$ cat src/hdl/p12u_pkg.sv
`timescale 1ns / 1ps
// ----------------------------------------------------------------------------
// p12u_pkg
// Shared types and constants for the packed 12-bit pixel unpacker.
// ----------------------------------------------------------------------------
package p12u_pkg;

  // element and pixel widths
  localparam int unsigned ELEM_W  = 32;
  localparam int unsigned PIX_W   = 16;
  localparam int unsigned CARRY_W = 8;
  localparam int unsigned MAX_PIX = 3;

  // configuration port
  localparam int unsigned CFG_IDX_W  = 1;
  localparam int unsigned CFG_DATA_W = 2;

  typedef logic [CFG_IDX_W-1:0] cfg_idx_t;
  typedef logic [CFG_DATA_W-1:0] cfg_data_t;

  localparam cfg_idx_t CFG_FORMAT_MODE = 1'd0;
  localparam cfg_idx_t CFG_KEEP_EIGHT  = 1'd1;

  // format codes
  typedef logic [1:0] fmt_t;
  localparam fmt_t FMT_BYTE   = 2'd0;
  localparam fmt_t FMT_HALF   = 2'd1;
  localparam fmt_t FMT_PACKED = 2'd2;

  // packed-word phase codes
  typedef logic [1:0] phase_t;
  localparam phase_t PHASE_FIRST  = 2'd0;
  localparam phase_t PHASE_SECOND = 2'd1;
  localparam phase_t PHASE_THIRD  = 2'd2;

  typedef logic [ELEM_W-1:0] elem_t;
  typedef logic [PIX_W-1:0] pix_t;

  // packing state carried from word to word
  typedef struct packed {
    phase_t               phase;
    logic [CARRY_W-1:0]   carry;
  } pack_state_t;

  // pixels produced by one element; cnt is 1 to 3
  typedef struct packed {
    pix_t [MAX_PIX-1:0]  pix;
    logic [1:0]          cnt;
  } pix_group_t;

endpackage

$ cat src/hdl/p12u_decode.sv
`timescale 1ns / 1ps
// ----------------------------------------------------------------------------
// p12u_decode
// Turns one element into its group of pixels and the next packing state.
// ----------------------------------------------------------------------------
module p12u_decode (
  input  p12u_pkg::elem_t       element,
  input  p12u_pkg::fmt_t        format_mode,
  input  logic                  keep_eight_bits,
  input  p12u_pkg::pack_state_t st,
  output p12u_pkg::pix_group_t  grp,
  output p12u_pkg::pack_state_t st_nxt
);
  import p12u_pkg::*;

  logic [7:0] byte_val;

  assign byte_val = element[7:0];

  // per-mode unpacking
  always_comb begin
    grp    = '0;
    st_nxt = st;
    unique case (format_mode)
      FMT_BYTE: begin
        grp.cnt    = 2'd1;
        grp.pix[0] = keep_eight_bits ? {8'h00, byte_val} : {4'h0, byte_val, 4'h0};
      end
      FMT_HALF: begin
        grp.cnt    = 2'd1;
        grp.pix[0] = element[15:0];
      end
      default: begin
        // packed 12-bit, also taken for the unknown format code
        unique case (st.phase)
          PHASE_SECOND: begin
            grp.cnt      = 2'd3;
            grp.pix[0]   = {4'h0, element[3:0], st.carry};
            grp.pix[1]   = {4'h0, element[15:4]};
            grp.pix[2]   = {4'h0, element[27:16]};
            st_nxt.carry = {4'h0, element[31:28]};
            st_nxt.phase = PHASE_THIRD;
          end
          PHASE_THIRD: begin
            grp.cnt      = 2'd3;
            grp.pix[0]   = {4'h0, element[7:0], st.carry[3:0]};
            grp.pix[1]   = {4'h0, element[19:8]};
            grp.pix[2]   = {4'h0, element[31:20]};
            st_nxt.carry = '0;
            st_nxt.phase = PHASE_FIRST;
          end
          default: begin
            // first word; the unreachable phase code acts the same
            grp.cnt      = 2'd2;
            grp.pix[0]   = {4'h0, element[11:0]};
            grp.pix[1]   = {4'h0, element[23:12]};
            st_nxt.carry = element[31:24];
            st_nxt.phase = PHASE_SECOND;
          end
        endcase
      end
    endcase
  end

endmodule

$ cat src/hdl/p12u_serializer.sv
`timescale 1ns / 1ps
// ----------------------------------------------------------------------------
// p12u_serializer
// Holds one pixel group and sends its pixels one per cycle, while out_stall is low,
// through an output register.
// ----------------------------------------------------------------------------
module p12u_serializer (
  input  logic                  clk,
  input  logic                  rst_n,
  input  logic                  grp_valid,
  input  p12u_pkg::pix_group_t  grp,
  output logic                  grp_ready,
  output logic                  out_valid,
  input  logic                  out_stall,
  output p12u_pkg::pix_t        out_pixel,
  output logic                  out_last
);
  import p12u_pkg::*;

  logic       hold_valid_r, hold_valid_nxt;
  pix_group_t hold_r, hold_nxt;
  logic [1:0] idx_r, idx_nxt;
  logic       out_valid_r, out_valid_nxt;
  pix_t       out_pixel_r, out_pixel_nxt;
  logic       out_last_r, out_last_nxt;

  logic       out_free;
  logic       take;
  logic       is_last;

  // output register can load when empty or being drained
  assign out_free  = !out_valid_r || !out_stall;
  assign take      = hold_valid_r && out_free;
  assign is_last   = (idx_r == (hold_r.cnt - 2'd1));
  assign grp_ready = !hold_valid_r || (take && is_last);

  // group holding register and pixel index
  always_comb begin
    hold_valid_nxt = hold_valid_r;
    hold_nxt       = hold_r;
    idx_nxt        = idx_r;
    if (take) begin
      idx_nxt = idx_r + 2'd1;
      if (is_last) begin
        hold_valid_nxt = 1'b0;
      end
    end
    if (grp_valid && grp_ready) begin
      hold_valid_nxt = 1'b1;
      hold_nxt       = grp;
      idx_nxt        = '0;
    end
  end

  // output register
  always_comb begin
    out_valid_nxt = out_valid_r;
    out_pixel_nxt = out_pixel_r;
    out_last_nxt  = out_last_r;
    if (out_free) begin
      out_valid_nxt = take;
      if (take) begin
        out_pixel_nxt = hold_r.pix[idx_r];
        out_last_nxt  = is_last;
      end
    end
  end

  always_ff @(posedge clk) begin
    if (!rst_n) begin
      hold_valid_r <= 1'b0;
      out_valid_r  <= 1'b0;
      idx_r        <= '0;
    end else begin
      hold_valid_r <= hold_valid_nxt;
      out_valid_r  <= out_valid_nxt;
      idx_r        <= idx_nxt;
    end
    hold_r      <= hold_nxt;
    out_pixel_r <= out_pixel_nxt;
    out_last_r  <= out_last_nxt;
  end

  assign out_valid = out_valid_r;
  assign out_pixel = out_pixel_r;
  assign out_last  = out_last_r;

endmodule

$ cat src/hdl/packed12_pixel_unpacker_core.sv
`timescale 1ns / 1ps
// ----------------------------------------------------------------------------
// packed12_pixel_unpacker_core
// Unpacks bytes, halfwords or packed 12-bit words into 16-bit pixels.
// ----------------------------------------------------------------------------
//  channel | direction | handshake         | payload
//  in_     | input     | in_valid/in_stall | in_element[31:0]
//  out_    | output    | out_valid/stall   | out_pixel[15:0], out_last
//  cfg_    | input     | cfg_valid/ready   | cfg_index, cfg_data
//
//  One pixel leaves per cycle while out_stall is low: a byte or halfword
//  item gives one pixel, a packed word two or three.
//  An item passes the input, group holding and output registers in turn.
//  Reset clears mode, packing phase and all valid flags.
//  An item is taken while earlier pixels wait; stalls hold each stage.
// ----------------------------------------------------------------------------
module packed12_pixel_unpacker_core (
  input  logic                  clk,
  input  logic                  rst_n,
  input  logic                  in_valid,
  output logic                  in_stall,
  input  p12u_pkg::elem_t       in_element,
  output logic                  out_valid,
  input  logic                  out_stall,
  output p12u_pkg::pix_t        out_pixel,
  output logic                  out_last,
  input  logic                  cfg_valid,
  output logic                  cfg_ready,
  input  p12u_pkg::cfg_idx_t    cfg_index,
  input  p12u_pkg::cfg_data_t   cfg_data
);
  import p12u_pkg::*;

  logic        in_valid_r, in_valid_nxt;
  elem_t       in_elem_r, in_elem_nxt;
  fmt_t        format_mode_r, format_mode_nxt;
  logic        keep_eight_r, keep_eight_nxt;
  pack_state_t st_r, st_nxt, st_dec;
  pix_group_t  grp;
  logic        grp_ready;
  logic        accept;
  logic        advance;
  logic        cfg_wr;

  assign cfg_ready = 1'b1;
  assign cfg_wr    = cfg_valid && cfg_ready;
  assign advance   = in_valid_r && grp_ready;
  assign in_stall  = in_valid_r && !grp_ready;
  assign accept    = in_valid && !in_stall;

  // input register
  always_comb begin
    in_valid_nxt = in_valid_r;
    in_elem_nxt  = in_elem_r;
    if (advance) begin
      in_valid_nxt = 1'b0;
    end
    if (accept) begin
      in_valid_nxt = 1'b1;
      in_elem_nxt  = in_element;
    end
  end

  p12u_decode u_decode (
    .element         (in_elem_r),
    .format_mode     (format_mode_r),
    .keep_eight_bits (keep_eight_r),
    .st              (st_r),
    .grp             (grp),
    .st_nxt          (st_dec)
  );

  // configuration and packing state
  always_comb begin
    format_mode_nxt = format_mode_r;
    keep_eight_nxt  = keep_eight_r;
    st_nxt          = st_r;
    if (advance) begin
      st_nxt = st_dec;
    end
    if (cfg_wr) begin
      unique case (cfg_index)
        CFG_FORMAT_MODE: begin
          format_mode_nxt = cfg_data;
          st_nxt          = '0;
        end
        CFG_KEEP_EIGHT: begin
          keep_eight_nxt = cfg_data[0];
        end
        default: begin
        end
      endcase
    end
  end

  always_ff @(posedge clk) begin
    if (!rst_n) begin
      in_valid_r    <= 1'b0;
      format_mode_r <= FMT_BYTE;
      keep_eight_r  <= 1'b0;
      st_r          <= '0;
    end else begin
      in_valid_r    <= in_valid_nxt;
      format_mode_r <= format_mode_nxt;
      keep_eight_r  <= keep_eight_nxt;
      st_r          <= st_nxt;
    end
    in_elem_r <= in_elem_nxt;
  end

  p12u_serializer u_serializer (
    .clk       (clk),
    .rst_n     (rst_n),
    .grp_valid (in_valid_r),
    .grp       (grp),
    .grp_ready (grp_ready),
    .out_valid (out_valid),
    .out_stall (out_stall),
    .out_pixel (out_pixel),
    .out_last  (out_last)
  );

endmodule
$ cat config.mk
export PLATFORM = sky130hd
export DESIGN_NAME = packed12_pixel_unpacker_core
export DESIGN_NICKNAME = d
export VERILOG_FILES = /design/src/hdl/p12u_pkg.sv /design/src/hdl/p12u_decode.sv /design/src/hdl/p12u_serializer.sv /design/src/hdl/packed12_pixel_unpacker_core.sv
export SDC_FILE = /design/constraint.sdc
export NUM_CORES = 1
export LEC_CHECK = 0
export BUFFER_PORTS_ARGS = -buffer_cell sky130_fd_sc_hd__buf_2
export CAP_MARGIN = 40
export CORE_ASPECT_RATIO = 2
export CORE_UTILIZATION = 60
export CTS_CLUSTER_SIZE = 8
export DETAILED_ROUTE_END_ITERATION = 7
export PLACE_DENSITY_LB_ADDON = 0.3
export SETUP_SLACK_MARGIN = 0.2
export SYNTH_ARGS = -nofsm -noshare
export SYNTH_HDL_FRONTEND = slang
export SYNTH_SLANG_ARGS = --single-unit
$ cat constraint.sdc
create_clock -name clk -period 5.75 [get_ports clk]
set_input_delay 0.575 -clock clk [delete_from_list [all_inputs] [get_ports clk]]
set_output_delay 0.575 -clock clk [all_outputs]
set_load 0.005 [all_outputs]
=== Word-level counts from Yosys, hierarchy flattened ===
Index checks and enable logic that the tools add are counted.

* Word-level logic and storage cells: 62
* Flip-flop bits (word level): 117

* Add/subtract/negate cells: 2
* Mux-type cells: 16
* $lt $le $gt $ge: 1
* Eq/ne operators: 4
* Bitwise logic cells: 2
* Reductions and logical operators: 22

{| class="wikitable"
|+ Operators with widths
! kind !! count
|-
| one-hot mux 30 bit (2 select lines) || 1
|-
| 2-to-1 mux 10 bit || 4
|-
| one-hot mux 18 bit (2 select lines) || 1
|-
| binary-select mux 16 bit (select 2 bit) || 1
|-
| one-hot mux 12 bit (2 select lines) || 1
|-
| one-hot mux 10 bit (2 select lines) || 1
|-
| 2-to-1 mux 16 bit || 1
|-
| 2-to-1 mux 12 bit || 1
|-
| AND reduction 2 bit || 4
|-
| nonzero test 2 bit || 3
|-
| logical AND 1 bit || 5
|-
| zero test 1 bit || 5
|-
| 2-to-1 mux 1 bit || 5
|-
| == test 2 x 1 -> 1 bit, second input constant || 2
|-
| OR reduction 2 bit || 2
|-
| < comparator 2 x 3 -> 1 bit, second input constant || 1
|-
| adder 2 x 1 -> 2 bit, second input constant || 1
|-
| == test 2 bit || 1
|-
| == test 2 bit, second input constant || 1
|-
| zero test 2 bit || 1
|-
| logical OR 1 bit || 2
|-
| NOT 1 bit || 2
|-
| subtractor 2 x 1 -> 2 bit, second input constant || 1
|}

=== Logic depth before layout (Yosys ltp) ===
* Depth after elaboration: 10
* Depth in mapped cells: 8
* Depth with buffers taken out: 6

=== Cells and area by module ===
A second synthesis with hierarchy kept.

* Cell total of the unflattened synthesis: 387
* Area, all modules: 5,096.1 um^2

{| class="wikitable"
|+ Modules (own cells, without submodules)
! module !! cells an instance !! instances !! area each (um^2)
|-
| p12u_serializer || 147 || 1 || 2,586.2
|-
| packed12_pixel_unpacker_core || 94 || 1 || 1,486.4
|-
| p12u_decode || 146 || 1 || 1,023.5
|}

=== Worst setup path before layout ===
OpenSTA, ideal clock, no wires.

* Path kind: input to register
* Start: input out_stall
* End: register u_serializer.hold_r[0] in the netlist's numbering (enable)
* Arrival time: 3.491 ns
* Stages: 3
* Path slack: 1.789 ns
* Library setup time: 0.471 ns
* Buffers on the path: 0
* Cell sequence: nand2_1 or3b_4 a31oi_1

* Longest elaborated chain between the ends: 6

{| class="wikitable"
|+ RTL lines
! what !! line !! source
|-
| start: declaration || packed12_pixel_unpacker_core.sv:24 || <nowiki>input logic out_stall,</nowiki>
|-
| zero test 1 bit || p12u_serializer.sv:32 || <nowiki>assign out_free = !out_valid_r || !out_stall;</nowiki>
|-
| logical OR 1 bit || p12u_serializer.sv:32 ||
|-
| logical AND 1 bit || p12u_serializer.sv:33 || <nowiki>assign take = hold_valid_r && out_free;</nowiki>
|-
| logical AND 1 bit || p12u_serializer.sv:35 || <nowiki>assign grp_ready = !hold_valid_r || (take && is_last);</nowiki>
|-
| logical OR 1 bit || p12u_serializer.sv:35 ||
|-
| logical AND 1 bit || n/a ||
|-
| via advance || packed12_pixel_unpacker_core.sv:42 || <nowiki>logic advance;</nowiki>
|-
| end signal: assignment || p12u_serializer.sv:79 || <nowiki>hold_r <= hold_nxt;</nowiki>
|-
| end: declaration || p12u_serializer.sv:21 || <nowiki>pix_group_t hold_r, hold_nxt;</nowiki>
|}

The timed path passes the listed nets, and every way through them passes these cells.
A chain may end at the register's enable or synchronous reset.

=== Worst setup path in the final report ===
* Start: register u_serializer.idx_r[0]
* End: output in_stall

* Longest elaborated chain between the ends: 5

{| class="wikitable"
|+ RTL lines
! what !! line !! source
|-
| start: declaration || p12u_serializer.sv:22 || <nowiki>logic [1:0] idx_r, idx_nxt;</nowiki>
|-
| start signal: assignment || p12u_serializer.sv:77 || <nowiki>idx_r <= idx_nxt;</nowiki>
|-
| == test 2 bit || p12u_serializer.sv:34 || <nowiki>assign is_last = (idx_r == (hold_r.cnt - 2'd1));</nowiki>
|-
| logical AND 1 bit || p12u_serializer.sv:35 ||
|-
| logical OR 1 bit || p12u_serializer.sv:35 ||
|-
| zero test 1 bit || packed12_pixel_unpacker_core.sv:48 || <nowiki>assign in_stall = in_valid_r && !grp_ready;</nowiki>
|-
| logical AND 1 bit || packed12_pixel_unpacker_core.sv:48 ||
|-
| end: declaration || packed12_pixel_unpacker_core.sv:21 || <nowiki>output logic in_stall,</nowiki>
|}

No other way between the ends.

==> results.sh <==
export IMPL_outcome="finished, final reports clean"
export IMPL_ctsResizeCount=0
export IMPL_path_class="register to output port"
export IMPL_grt_pass1_vias=2527
export IMPL_fin_crit_ns=2.61
export IMPL_path_max_fanout=18
export IMPL_worstPathRequired_ns=5.18
export IMPL_grt_pass1_wl_um=11800
export IMPL_slew_violations=0
export IMPL_postCtsHoldBufs=0
export IMPL_cp_start_kind="register"
export IMPL_fin_cells=473
export IMPL_synthArstFlopShare_pct=0
export IMPL_viasPerCell=5.66
export IMPL_synth_fp_nets=365
export IMPL_io_buffer_count=58
export IMPL_fin_ws_ns=3.14
export IMPL_grt_max_degree=45
export IMPL_cts_root_buffer_cell="clkbuf_16"
export IMPL_p_total_mw=1.63
export IMPL_synthCells=323
export IMPL_min_path_type="input port to register"
export IMPL_syn_to_final_growth_pct=14.8
export IMPL_finalCritPeriodShare_pct=45.4
export IMPL_coreArea_um2=7270
export IMPL_final_util_pct=70.9
export IMPL_grt_overflow=0
export IMPL_synth_top_area_share_pct=60.9
export IMPL_yosysTopAreaCell="edfxtp_1"
export IMPL_crit_chain="nand2b_1 -> or3b_4 -> and4_1 -> buf_2"
export IMPL_fmax_mhz=383
export IMPL_drive_above_1_share_pct=21.8
export IMPL_power_density_nw_per_um2=317
export IMPL_irDropWorstVdd_mv=0.290
export IMPL_h_tree_depth=3
export IMPL_gp_congestion=0.859
export IMPL_synthFlopType="edfxtp_1"
export IMPL_antennaDiodeCount=0
export IMPL_clock_power_share_pct=37.3
export IMPL_fin_hold_ws_ns=0.398
export IMPL_ys_ff_latch=109
export IMPL_stdcell_area_um2=5150
export IMPL_cts_tree="built"
export IMPL_ys_types=35
export IMPL_slew_limit_headroom_pct=40.4
export IMPL_grt_antenna_before_repair=0
export IMPL_slowest_stage="dfxtp_1"
export IMPL_arrival_ns=2.03
export IMPL_tightest_slew_ns=0.891
export IMPL_place_area_um2=4850
export IMPL_cp_slowest_stage_delay_ns=0.69
export IMPL_combPwrFrac_pct=6.0
export IMPL_yosys_warnings=0
export IMPL_die_w_um=63.1
export IMPL_hold_viol_final=0
export IMPL_clock_latency_ns=0.35
export IMPL_synthTopCellsByArea="edfxtp_1, dfxtp_1, mux2i_1, nand2_1, a22o_1"
export IMPL_p_leak_nw=1.91
export IMPL_drt_iter0_markers=229
export IMPL_cts_buffer_depth=2
export IMPL_rows=44
export IMPL_drt_first_pass_iters=5
export IMPL_final_antenna_net_count=0
export IMPL_place_inst=458
export IMPL_io_pins=60
export IMPL_dieArea_um2=7850
export IMPL_track_usage_pct=20.2
export IMPL_p_int_mw=1.29
export IMPL_rsz0062_at_grt="false"
export IMPL_place_ws_ns=3.21
export IMPL_avgSynthCellArea_um2=13.9
export IMPL_final_nets=419
export IMPL_skew_ns=0.00828
export IMPL_cts_made_buffers=9
export IMPL_totalWireLength_um=7310
export IMPL_wl_per_cell_um=15.4
export IMPL_drc_errors=0
export IMPL_cts_sinks=109
export IMPL_switchingPower_uw=346
export IMPL_p_sw_share_pct=21.2
export IMPL_setup_tns_ns=0
export IMPL_finalSetupViolCount=0
export IMPL_cp_end_kind="output port"
export IMPL_seqPwrFrac_pct=56.8
export IMPL_die_h_um=124
export IMPL_maxCapViolCount=0
export IMPL_hpwlAfterDp_um=5210
export IMPL_synth_edf_count=91
export IMPL_synth_cell_area_um2=4490
export IMPL_start_util_pct=61.7
export IMPL_cts_setup_buffers=0
export IMPL_num_vias=2679
export IMPL_cts_clk_slew_worst_paths_ns=0.07
export IMPL_ys_seq_area_share_pct=69.0
area by class of cell:
cell class / instances / area (um^2)
well taps: 92 / 115
clock buffers: 9 / 225
repair buffers: 63 / 335
flip-flops and latches: 109 / 3090
inverters: 16 / 60.1
multi-input cells: 178 / 1250
fillers: 528 / 2120
clock inverters: 6 / 71.3
cells in the final DEF (no fill, tap or decap), drive strengths merged, types with 2 or more instances in the layout:
master / Yosys / routed
a21boi: 2 / 2
a221o: 8 / 8
a222oi: 12 / 12
a22o: 16 / 16
a31oi: 2 / 2
and2: 16 / 16
buf: 9 / 63
clkbuf: 11 / 9
dfxtp: 18 / 18
edfxtp: 91 / 91
ha: 2 / 2
inv: 16 / 19
mux2i: 25 / 25
nand2: 40 / 40
nand2b: 2 / 2
nand3: 7 / 7
nor2: 3 / 3
nor2b: 13 / 13
nor3b: 2 / 2
o21a: 2 / 2
o21ai: 16 / 16
xnor2: 2 / 2
kinds of logic after synthesis:
logic type / count (synthesis) / share of synthesized area (%)
multiplexers: 25 / 5.58
XOR/XNOR: 3 / 0.753
other: 1 / 0.0836
AND/OR/NAND/NOR: 88 / 9.90
AO/OA/AOI/OAI: 59 / 10.6
flip-flops: 109 / 69.0
adder cells (fa/ha/maj): 2 / 0.558
buffers and inverters: 36 / 3.60
worst max-delay path, delay by kind of cell (launching register included):
family                 cells  cell delay, ns
and+or+nand+nor            3            0.85
DFF                        1            0.69
buffers and inverters      1            0.13
flip-flops by register name (all words and copies together), names as in the netlist:
name	cells
format_mode_r	2
keep_eight_r	1
st_r	10
u_serializer.idx_r	2
in_valid_r	1
u_serializer.out_valid	1
u_serializer.hold_valid_r	1
u_serializer.out_last	1
in_elem_r	32
u_serializer.out_pixel	16
u_serializer.hold_r	42
synth_stat cells, drive strengths merged, types with 3 or more instances:
master and number:
edfxtp 91, nand2 40, mux2i 25, dfxtp 18, a22o 16, and2 16, inv 16, o21ai 16
nor2b 13, a222oi 12, clkbuf 11, buf 9, a221o 8, nand3 7, nor2 3
path summary, 6_finish.rpt:
kind	depth (start not counted)	to	slack, ns	startpoint
worst max-delay path	4	in_stall	3.14	u_serializer.idx_r[0]
worst min-delay path	1	in_elem_r[8]	0.40	in_element[8]
worst max register to register	6	u_serializer.hold_r[10]	3.15	st_r[8]
worst min register to register	2	st_r[6]	0.46	st_r[6]
layer usage:
layer / up-vias / wire, um / GRT usage, % / share of wire [%]
met5: - / 0 / 0 / 0
met4: 0 / 320 / 13.1 / 4.4
met3: 19 / 339 / 5.22 / 4.6
met2: 94 / 4000 / 35.2 / 55
met1: 1254 / 2650 / 20.6 / 36
li1: 1312 / - / - / -
power groups by stage:
stage | Sequential (mW) | Combinational [mW] | Clock [mW]
floorplan | 0.937 | 0.0628 | 0
global placement | 0.943 | 0.0931 | 0
detailed placement | 0.944 | 0.0974 | 0
CTS | 0.927 | 0.0983 | 0.620
global route | 0.930 | 0.108 | 0.648
finish | 0.927 | 0.0973 | 0.609
(Power assumes the default switching activity.)
